--- src/hw/rtl/rolling_hash_pattern_search_defines.svh ---
// ----------------------------------------------------------------------------
// Rolling hash pattern search - assertion macros
// Shared concurrent assertion forms, clocked on clk and held off in reset.
// ----------------------------------------------------------------------------
`ifndef ROLLING_HASH_PATTERN_SEARCH_DEFINES_SVH
`define ROLLING_HASH_PATTERN_SEARCH_DEFINES_SVH

// The property must hold at every clock edge outside reset.
`define RHPS_ASSERT(lbl, prop, msg) \
	lbl: assert property (@(posedge clk) disable iff (!arst_n) prop) else $error(msg);

// The condition must never be seen outside reset.
`define RHPS_ASSERT_NEVER(lbl, cond, msg) \
	`RHPS_ASSERT(lbl, !(cond), msg)

`endif

--- src/hw/rtl/rhps_pkg.sv ---
`timescale 1ns / 1ps
// ----------------------------------------------------------------------------
// Rolling hash pattern search - package
// Hash constants, residue tables, shared types and the register map.
// ----------------------------------------------------------------------------
package rhps_pkg;

	localparam int HashMod    = 5381;
	localparam int MaxPattern = 16;
	localparam int LenW       = $clog2(MaxPattern + 1);
	localparam int IdxW       = $clog2(MaxPattern);
	localparam int HashW      = 13;
	localparam int SumW       = 15;
	localparam int DataW      = 64;
	localparam int AddrW      = 5;

	typedef logic [HashW-1:0] res_t;
	typedef res_t tbl8_t  [256];
	typedef res_t tbl16_t [32];
	typedef res_t pow_t   [MaxPattern+1];

	typedef enum logic [1:0] {
		RegPatternLow    = 2'd0,
		RegPatternHigh   = 2'd1,
		RegPatternLength = 2'd2
	} reg_idx_t;

	typedef struct packed {
		logic [MaxPattern-1:0][7:0] pattern;
		logic [LenW-1:0]            len;
		res_t                       pat_hash;
		res_t                       drop_weight;
	} cfg_t;

	function automatic tbl8_t build_tbl8();
		tbl8_t t;
		for (int k = 0; k < 256; k++) begin
			t[k] = res_t'((k * 256) % HashMod);
		end
		return t;
	endfunction

	function automatic tbl16_t build_tbl16();
		tbl16_t t;
		for (int k = 0; k < 32; k++) begin
			t[k] = res_t'((k * 65536) % HashMod);
		end
		return t;
	endfunction

	function automatic pow_t build_pow();
		pow_t t;
		int p;
		p = 1;
		for (int k = 0; k <= MaxPattern; k++) begin
			t[k] = res_t'(p);
			p = (p * 256) % HashMod;
		end
		return t;
	endfunction

	// k*2^8 and k*2^16 reduced modulo the hash base.
	localparam tbl8_t  Shift8Tbl  = build_tbl8();
	localparam tbl16_t Shift16Tbl = build_tbl16();
	// 256^k reduced modulo the hash base.
	localparam pow_t   PowTbl     = build_pow();

	// Brings a value below three times the base into the residue range.
	function automatic res_t mod_reduce(input logic [SumW-1:0] v);
		res_t r;
		if (v >= SumW'(2 * HashMod)) begin
			r = res_t'(v - SumW'(2 * HashMod));
		end else if (v >= SumW'(HashMod)) begin
			r = res_t'(v - SumW'(HashMod));
		end else begin
			r = res_t'(v);
		end
		return r;
	endfunction

	// (256*h + b) mod base for any 13-bit h, by table lookup on the two parts of h.
	function automatic res_t mul256_add(input res_t h, input logic [7:0] b);
		return mod_reduce(SumW'(Shift16Tbl[h[12:8]]) + SumW'(Shift8Tbl[h[7:0]]) + SumW'(b));
	endfunction

endpackage

--- src/hw/rtl/rolling_hash_pattern_search.sv ---
`timescale 1ns / 1ps
// ----------------------------------------------------------------------------
// Rolling hash pattern search - top level
// Searches a byte stream for a configured pattern of up to 16 bytes with a
// radix-256, modulo-5381 rolling hash and a byte-wise confirmation.
//
//   Channel  Handshake             Payload
//   input    in_valid / in_stall   text_byte, first_of_text, last_of_text
//   output   out_valid / out_stall match_found, match_start, no_match, window_hash
//   config   APB psel/penable      paddr, pwdata, prdata (registers at 8*i)
//
// One item per cycle while neither a pattern rebuild nor out_stall holds the
// flow; each item is captured in the input register and then moves to the
// result register, where it waits until it is taken. The hash update is a
// combinational loop through residue tables into the hash register.
// After any register write the pattern hash is rebuilt, one pattern byte a
// cycle for the effective pattern length, with in_stall high meanwhile.
// Reset clears the hash, byte count and match flag; the window is not cleared.
// A stalled result holds while the next item waits in the input register.
// ----------------------------------------------------------------------------
module rolling_hash_pattern_search import rhps_pkg::*; (
	input  logic             clk,
	input  logic             arst_n,
	input  logic             psel,
	input  logic             penable,
	input  logic             pwrite,
	input  logic [AddrW-1:0] paddr,
	input  logic [DataW-1:0] pwdata,
	output logic [DataW-1:0] prdata,
	output logic             pready,
	input  logic             in_valid,
	output logic             in_stall,
	input  logic [7:0]       text_byte,
	input  logic             first_of_text,
	input  logic             last_of_text,
	output logic             out_valid,
	input  logic             out_stall,
	output logic             match_found,
	output logic [31:0]      match_start,
	output logic             no_match,
	output logic [12:0]      window_hash
);

	cfg_t cfg;
	logic cfg_busy;

	rhps_regs u_regs (
		.clk      (clk),
		.arst_n   (arst_n),
		.psel     (psel),
		.penable  (penable),
		.pwrite   (pwrite),
		.paddr    (paddr),
		.pwdata   (pwdata),
		.prdata   (prdata),
		.pready   (pready),
		.cfg      (cfg),
		.cfg_busy (cfg_busy)
	);

	rhps_core u_core (
		.clk           (clk),
		.arst_n        (arst_n),
		.cfg           (cfg),
		.cfg_busy      (cfg_busy),
		.in_valid      (in_valid),
		.in_stall      (in_stall),
		.text_byte     (text_byte),
		.first_of_text (first_of_text),
		.last_of_text  (last_of_text),
		.out_valid     (out_valid),
		.out_stall     (out_stall),
		.match_found   (match_found),
		.match_start   (match_start),
		.no_match      (no_match),
		.window_hash   (window_hash)
	);

endmodule

--- src/hw/rtl/rhps_regs.sv ---
`timescale 1ns / 1ps
// ----------------------------------------------------------------------------
// Rolling hash pattern search - configuration registers
// APB register file, effective length, drop weight and the pattern hash,
// which is rebuilt one pattern byte per cycle after every write.
// ----------------------------------------------------------------------------
module rhps_regs import rhps_pkg::*; (
	input  logic             clk,
	input  logic             arst_n,
	input  logic             psel,
	input  logic             penable,
	input  logic             pwrite,
	input  logic [AddrW-1:0] paddr,
	input  logic [DataW-1:0] pwdata,
	output logic [DataW-1:0] prdata,
	output logic             pready,
	output cfg_t             cfg,
	output logic             cfg_busy
);

	logic [DataW-1:0] pat_low_q;
	logic [DataW-1:0] pat_high_q;
	logic [LenW-1:0]  len_q;
	logic             busy_q;
	logic [IdxW-1:0]  idx_q;
	res_t             phash_q;
	logic             wr_en;
	reg_idx_t         reg_idx;
	logic [LenW-1:0]  eff_len;
	logic [MaxPattern-1:0][7:0] pattern;

	assign pready  = 1'b1;
	assign wr_en   = psel && penable && pwrite;
	assign reg_idx = reg_idx_t'(paddr[AddrW-1:3]);
	assign pattern = {pat_high_q, pat_low_q};

	always_comb begin
		if (len_q == '0) begin
			eff_len = LenW'(1);
		end else if (len_q > LenW'(MaxPattern)) begin
			eff_len = LenW'(MaxPattern);
		end else begin
			eff_len = len_q;
		end
	end

	always_comb begin
		unique case (reg_idx)
			RegPatternLow:    prdata = pat_low_q;
			RegPatternHigh:   prdata = pat_high_q;
			RegPatternLength: prdata = DataW'(len_q);
			default:          prdata = '0;
		endcase
	end

	always_ff @(posedge clk or negedge arst_n) begin
		if (!arst_n) begin
			pat_low_q  <= '0;
			pat_high_q <= '0;
			len_q      <= LenW'(1);
			busy_q     <= 1'b0;
			idx_q      <= '0;
			phash_q    <= '0;
		end else if (wr_en) begin
			unique case (reg_idx)
				RegPatternLow:    pat_low_q  <= pwdata;
				RegPatternHigh:   pat_high_q <= pwdata;
				RegPatternLength: len_q      <= pwdata[LenW-1:0];
				default:          ;
			endcase
			busy_q  <= 1'b1;
			idx_q   <= '0;
			phash_q <= '0;
		end else if (busy_q) begin
			phash_q <= mul256_add(phash_q, pattern[idx_q]);
			if ({1'b0, idx_q} == eff_len - LenW'(1)) begin
				busy_q <= 1'b0;
			end else begin
				idx_q <= idx_q + IdxW'(1);
			end
		end
	end

	assign cfg_busy        = busy_q;
	assign cfg.pattern     = pattern;
	assign cfg.len         = eff_len;
	assign cfg.pat_hash    = phash_q;
	// Adding this weight times the leaving byte removes it and shifts in one go.
	assign cfg.drop_weight = res_t'(HashMod) - PowTbl[eff_len];

endmodule

--- src/hw/rtl/rhps_core.sv ---
`timescale 1ns / 1ps
`include "rolling_hash_pattern_search_defines.svh"
// ----------------------------------------------------------------------------
// Rolling hash pattern search - search datapath
// Input register, byte window, rolling hash, parallel byte compare and the
// result register.
// ----------------------------------------------------------------------------
module rhps_core import rhps_pkg::*; (
	input  logic        clk,
	input  logic        arst_n,
	input  cfg_t        cfg,
	input  logic        cfg_busy,
	input  logic        in_valid,
	output logic        in_stall,
	input  logic [7:0]  text_byte,
	input  logic        first_of_text,
	input  logic        last_of_text,
	output logic        out_valid,
	input  logic        out_stall,
	output logic        match_found,
	output logic [31:0] match_start,
	output logic        no_match,
	output res_t        window_hash
);

	logic        valid_s1;
	logic [7:0]  byte_s1;
	logic        first_s1;
	logic        last_s1;

	logic [7:0]  window_q [MaxPattern];
	res_t        hash_q;
	logic [31:0] count_q;
	logic        matched_q;

	logic        out_valid_q;
	logic        found_q;
	logic [31:0] start_q;
	logic        none_q;
	res_t        whash_q;

	logic        adv;
	logic        in_acc;
	logic        item_go;
	res_t        hash_base;
	logic [31:0] count_base;
	logic        matched_base;
	logic        filling;
	logic [7:0]  drop_byte;
	logic [20:0] drop_prod;
	res_t        part_a;
	res_t        part_d;
	res_t        hash_new;
	logic [31:0] count_new;
	logic [7:0]  win_new [MaxPattern];
	logic [LenW-1:0] lane_sel [MaxPattern];
	logic [MaxPattern-1:0] lane_eq;
	logic        found_new;
	logic        matched_new;
	logic [31:0] start_new;

	assign adv      = !out_valid_q || !out_stall;
	assign in_stall = cfg_busy || (valid_s1 && !adv);
	assign in_acc   = in_valid && !in_stall;
	assign item_go  = valid_s1 && adv;

	always_comb begin
		hash_base    = first_s1 ? '0 : hash_q;
		count_base   = first_s1 ? '0 : count_q;
		matched_base = first_s1 ? 1'b0 : matched_q;
		filling      = count_base < 32'(cfg.len);
		drop_byte    = window_q[IdxW'(cfg.len - LenW'(1))];
		drop_prod    = 21'(drop_byte) * 21'(cfg.drop_weight);
		part_a       = mul256_add(hash_base, byte_s1);
		part_d       = filling ? '0 : mul256_add(drop_prod[20:8], drop_prod[7:0]);
		hash_new     = mod_reduce(SumW'(part_a) + SumW'(part_d));
		count_new    = (count_base == 32'hFFFF_FFFF) ? count_base : count_base + 32'd1;
	end

	always_comb begin
		win_new[0] = byte_s1;
		for (int i = 1; i < MaxPattern; i++) begin
			win_new[i] = window_q[i-1];
		end
		// Window lane i holds the byte that pattern position len-1-i must match.
		for (int i = 0; i < MaxPattern; i++) begin
			lane_sel[i] = cfg.len - LenW'(1) - LenW'(i);
			lane_eq[i]  = (LenW'(i) >= cfg.len) ||
				(win_new[i] == cfg.pattern[lane_sel[i][IdxW-1:0]]);
		end
		found_new   = !matched_base && (count_new >= 32'(cfg.len)) &&
			(hash_new == cfg.pat_hash) && (&lane_eq);
		matched_new = matched_base || found_new;
		start_new   = found_new ? (count_new - 32'(cfg.len) + 32'd1) : '0;
	end

	always_ff @(posedge clk or negedge arst_n) begin
		if (!arst_n) begin
			valid_s1    <= 1'b0;
			out_valid_q <= 1'b0;
			hash_q      <= '0;
			count_q     <= '0;
			matched_q   <= 1'b0;
		end else begin
			valid_s1 <= in_acc || (valid_s1 && !adv);
			if (adv) begin
				out_valid_q <= valid_s1;
			end
			if (item_go) begin
				hash_q    <= hash_new;
				count_q   <= count_new;
				matched_q <= matched_new;
			end
		end
	end

	always_ff @(posedge clk) begin
		if (in_acc) begin
			byte_s1  <= text_byte;
			first_s1 <= first_of_text;
			last_s1  <= last_of_text;
		end
		if (item_go) begin
			window_q <= win_new;
			found_q  <= found_new;
			start_q  <= start_new;
			none_q   <= last_s1 && !matched_new;
			whash_q  <= hash_new;
		end
	end

	assign out_valid   = out_valid_q;
	assign match_found = found_q;
	assign match_start = start_q;
	assign no_match    = none_q;
	assign window_hash = whash_q;

	`RHPS_ASSERT(a_hash_in_range, hash_q < res_t'(HashMod), "rolling hash left the residue range")
	`RHPS_ASSERT(a_start_nonzero, (out_valid_q && found_q) |-> (start_q != '0), "match reported at position zero")
	`RHPS_ASSERT_NEVER(a_found_and_none, out_valid_q && found_q && none_q, "match and no-match on one item")
	`RHPS_ASSERT(a_matched_clear, $fell(matched_q) |-> $past(item_go && first_s1), "match flag cleared without a new text")

endmodule

--- config.mk ---
export PLATFORM = sky130hd
export DESIGN_NAME = rolling_hash_pattern_search
export DESIGN_NICKNAME = d
export VERILOG_FILES = /design/src/hw/rtl/rhps_pkg.sv /design/src/hw/rtl/rolling_hash_pattern_search.sv /design/src/hw/rtl/rhps_regs.sv /design/src/hw/rtl/rhps_core.sv
export VERILOG_INCLUDE_DIRS = /design/src /design/src/hw/rtl
export SDC_FILE = /design/constraint.sdc
export NUM_CORES = 2
export LEC_CHECK = 0
export BUFFER_PORTS_ARGS = -buffer_cell sky130_fd_sc_hd__buf_2
export CORE_AREA = 2 2 277 252
export DETAILED_ROUTE_END_ITERATION = 10
export DIE_AREA = 0 0 279 254
export PLACE_DENSITY = 0.84
export SLEW_MARGIN = 20
export SYNTH_ARGS = -nofsm -noshare
export SYNTH_HDL_FRONTEND = slang
export SYNTH_SLANG_ARGS = --single-unit
--- constraint.sdc ---
create_clock -name clk -period 23 [get_ports clk]
set_clock_uncertainty 0.15 [all_clocks]
set_input_delay 0 -clock clk [delete_from_list [all_inputs] [get_ports clk]]
set_output_delay 0 -clock clk [all_outputs]
set_load 0.01 [all_outputs]
==> impl_metrics.tcl <==
set metrics [dict create \
    outcome "completed" \
    syn_nets 5011 \
    drv_cap 0 \
    cts_tree "done" \
    postSynth.asyncResetShare_pct 51.8 \
    start_util_pct 63.6 \
    synth-seq-cells 384 \
    dpl.hpwl_mm 95.8 \
    grtUsageTotal_pct 37.9 \
    synth_edf_count 185 \
    synth_seq_area_share_pct 24.4 \
    syn_inst 4542 \
    avgSynthCellArea_um2 9.52 \
    cts_max_path_buffers 3 \
    numPortBuffers 195 \
    final_util_pct 69.2 \
    syn_area_mm2 0.0432 \
    crit_buf_inv 8 \
    cp.arrival_ns 21.47 \
    start_kind "flip-flop" \
    die_w_um 279 \
    end_kind "flip-flop" \
    maxSlewViolCount 0 \
    dr.pass1.iters 7 \
    cp_slowest_cell "nor2_1" \
    fmax_ghz 0.0470 \
    htreeDepth 2 \
    num_vias 39100 \
    cts_resized 0 \
    relSlewSlack_pct 20.8 \
    required_ns 23.19 \
    postCtsSetupRepairBufs 0 \
    die_area_mm2 0.0709 \
    die_h_um 254 \
    min_period_ns 21.29 \
    synth_flop_cell "dfrtp_1" \
    std_cell_rows 91 \
    rsz0062_at_grt "no" \
    fillCellCount 4760 \
    final_antenna_net_count 0 \
    nets 5113 \
    wl_per_cell_um 24.4 \
    hold_class "input port to flip-flop" \
    routed_wl_mm 136 \
    max_stage_delay_ns 1.01 \
    worstMarginPinSlew_ns 1.18 \
    hold_viol 0 \
    yosysUniqueCellTypes 98 \
    setup_viol 0 \
    clock_sinks 384 \
    grt_first_pass_wirelength_mm 212 \
    cts_inserted_buffers 41 \
    ctsHoldBuffers 95 \
    place_ws_ns 2.05 \
    gp_congestion 1.01 \
    io_pins 200 \
    drive_gt1_share_pct 17.0 \
    insertion_delay_ns 0.61 \
    drc 0 \
    reg2reg_slack_ns 1.71 \
    cp_max_fo 35 \
    crit_type "flip-flop to flip-flop" \
    tns_ns 0 \
    path_delay_family "compound AO/OA/AOI/OAI gates" \
    core_mm2 0.0680 \
    area_delta_synth_final_pct 8.84 \
    crit_path_frequent_cell "a21oi_1" \
    via_per_inst 7.02 \
    root_buffer "clkbuf_16" \
    antenna_found_initial 4 \
    drtIter0Drc 6424 \
    globalRouteOverflowTotal 0 \
    grt_pass1_vias 37000 \
    setup_slack_ns 1.71 \
    yosysWarnings 0 \
    grt_max_degree 93 \
    period_share_pct 92.6 \
    clkTransAtPathRegs_ns 0.06 \
]
==> layer usage <==
metal | track usage, % | wire length [um] | up-vias
met5 | 0 | 0 | -
met4 | 20.0 | 8410 | 0
met3 | 8.58 | 17100 | 578
met2 | 57.7 | 60000 | 2992
met1 | 50.9 | 50100 | 18500
li1 | - | - | 17000
==> cell usage after synthesis, drive strengths merged, types with 12 or more instances <==
cell type	n	area (um2)
a211oi	44	340
a21boi	13	97.6
a21o	29	218
a21oi	273	1370
a221oi	21	184
a22oi	21	158
a311oi	12	105
a31oi	40	250
and2	53	332
and3	22	138
buf	71	307
clkbuf	221	830
dfrtp	198	4950
edfxtp	185	5560
fa	96	1920
ha	287	3590
inv	270	1010
mux2	144	1620
mux2i	217	2170
mux4	267	6020
nand2	384	1440
nand2b	35	219
nand3	82	410
nand4	52	332
nor2	370	1390
nor2b	57	357
nor3	65	335
nor3b	13	108
nor4	26	169
o2111ai	13	114
o211ai	32	240
o21a	23	173
o21ai	271	1360
o21bai	22	165
o221ai	37	324
o22ai	41	257
o31ai	19	143
or2	15	93.8
or3	19	124
xnor2	246	2180
xor2	78	683
==> path summary, 6_finish.rpt <==
| kind | startpoint | endpoint | cells after the start |
|---|---|---|---|
| worst min-delay path | pwdata[37] | u_regs.pat_high_q[37] | 3 |
| worst min register to register | u_core.win_new[39] | u_core.win_new[31] | 0 |
| max in group asynchronous | arst_n | u_core.out_valid | 5 |
| worst max-delay path | u_regs.len_q[3] | u_core.no_match | 58 |
| min in group asynchronous | arst_n | u_regs.pat_low_q[37] | 4 |
| worst max register to register | u_regs.len_q[3] | u_core.no_match | 58 |
==> area by class of cell <==
cell class | count | area, um2 | area share, %
multi-input cells | 3590 | 30600 | 65.1
flip-flops and latches | 384 | 10500 | 22.4
repair buffers | 351 | 2430 | 5.16
clock buffers | 55 | 1120 | 2.38
well taps | 883 | 1100 | 2.35
inverters | 276 | 1040 | 2.22
clock inverters | 20 | 173 | 0.367
diodes | 4 | 10.0 | 0.0213
==> cells in the final DEF (no fill, tap or decap), types with 23 or more instances in the layout <==
cell	instances
nand2b_1	35
edfxtp_1	185
nor2_1	369
nand4_1	51
mux2i_1	217
nor3_1	62
a21o_1	29
nor4_1	25
nand2_1	381
buf_4	61
nor2b_1	56
mux4_2	266
nand3_1	82
mux2_2	144
xor2_1	77
ha_1	286
clkbuf_16	42
inv_1	264
o21ai_0	270
o22ai_1	41
dfrtp_1	197
xnor2_1	238
a31oi_1	40
o211ai_1	32
dlygate4sd3_1	94
o221ai_1	37
o21a_1	23
buf_2	193
a21oi_1	271
a211oi_1	40
fa_1	96
and2_1	52
==> worst register-to-register path: cells and delay by family (launching register included) <==
family,cells,cell delay (ns)
and+or+nand+nor,10,5.04
buffers and inverters,8,2.02
muxes,1,0.27
xor gates and xnor gates,4,2.41
DFF,1,0.33
AOI/OAI and AO/OA,25,6.69
adders and majority gates,10,4.14
==> kinds of logic after synthesis <==
| family | share of synthesized area (%) |
|---|---|
| AND/OR/NAND/NOR | 13.5 |
| AO/OA/AOI/OAI | 15.0 |
| multiplexers | 22.7 |
| buffers and inverters | 5.03 |
| adder cells (fa/ha/maj) | 12.8 |
| flip-flops | 24.4 |
| XOR/XNOR | 6.67 |
| other | 0.00868 |
==> sequential cells by signal, indices dropped and copies added, names as in the netlist <==
register / count
u_core.first_s1: 1
u_regs.phash_q: 13
u_core.no_match: 1
u_core.valid_s1: 1
u_core.win_new: 120
u_core.window_hash: 13
u_regs.idx_q: 4
u_regs.pat_high_q: 64
u_core.matched_q: 1
u_core.out_valid: 1
u_core.match_start: 32
u_core.hash_q: 13
u_regs.cfg_busy: 1
u_core.last_s1: 1
u_core.window_q: 8
u_core.match_found: 1
u_core.byte_s1: 8
u_regs.len_q: 5
u_regs.pat_low_q: 64
u_core.count_q: 32
==> through the flow <==
| stage | instance area (um2) | hold WS [ns] | instances |
|---|---|---|---|
| after floorplan | 43200 | -0.446 | 4542 |
| after global placement | 44800 | -0.0468 | 5389 |
| after detailed placement | 44800 | -0.0393 | 5389 |
| after CTS | 47000 | 0.0194 | 5559 |
| after global routing | 47000 | 0.0394 | 5562 |
| final | 47000 | 0.0248 | 5563 |
Power is left out: the tool's default activity adds up to more than one toggle a clock period on the data nets, which glitch-free logic cannot reach.
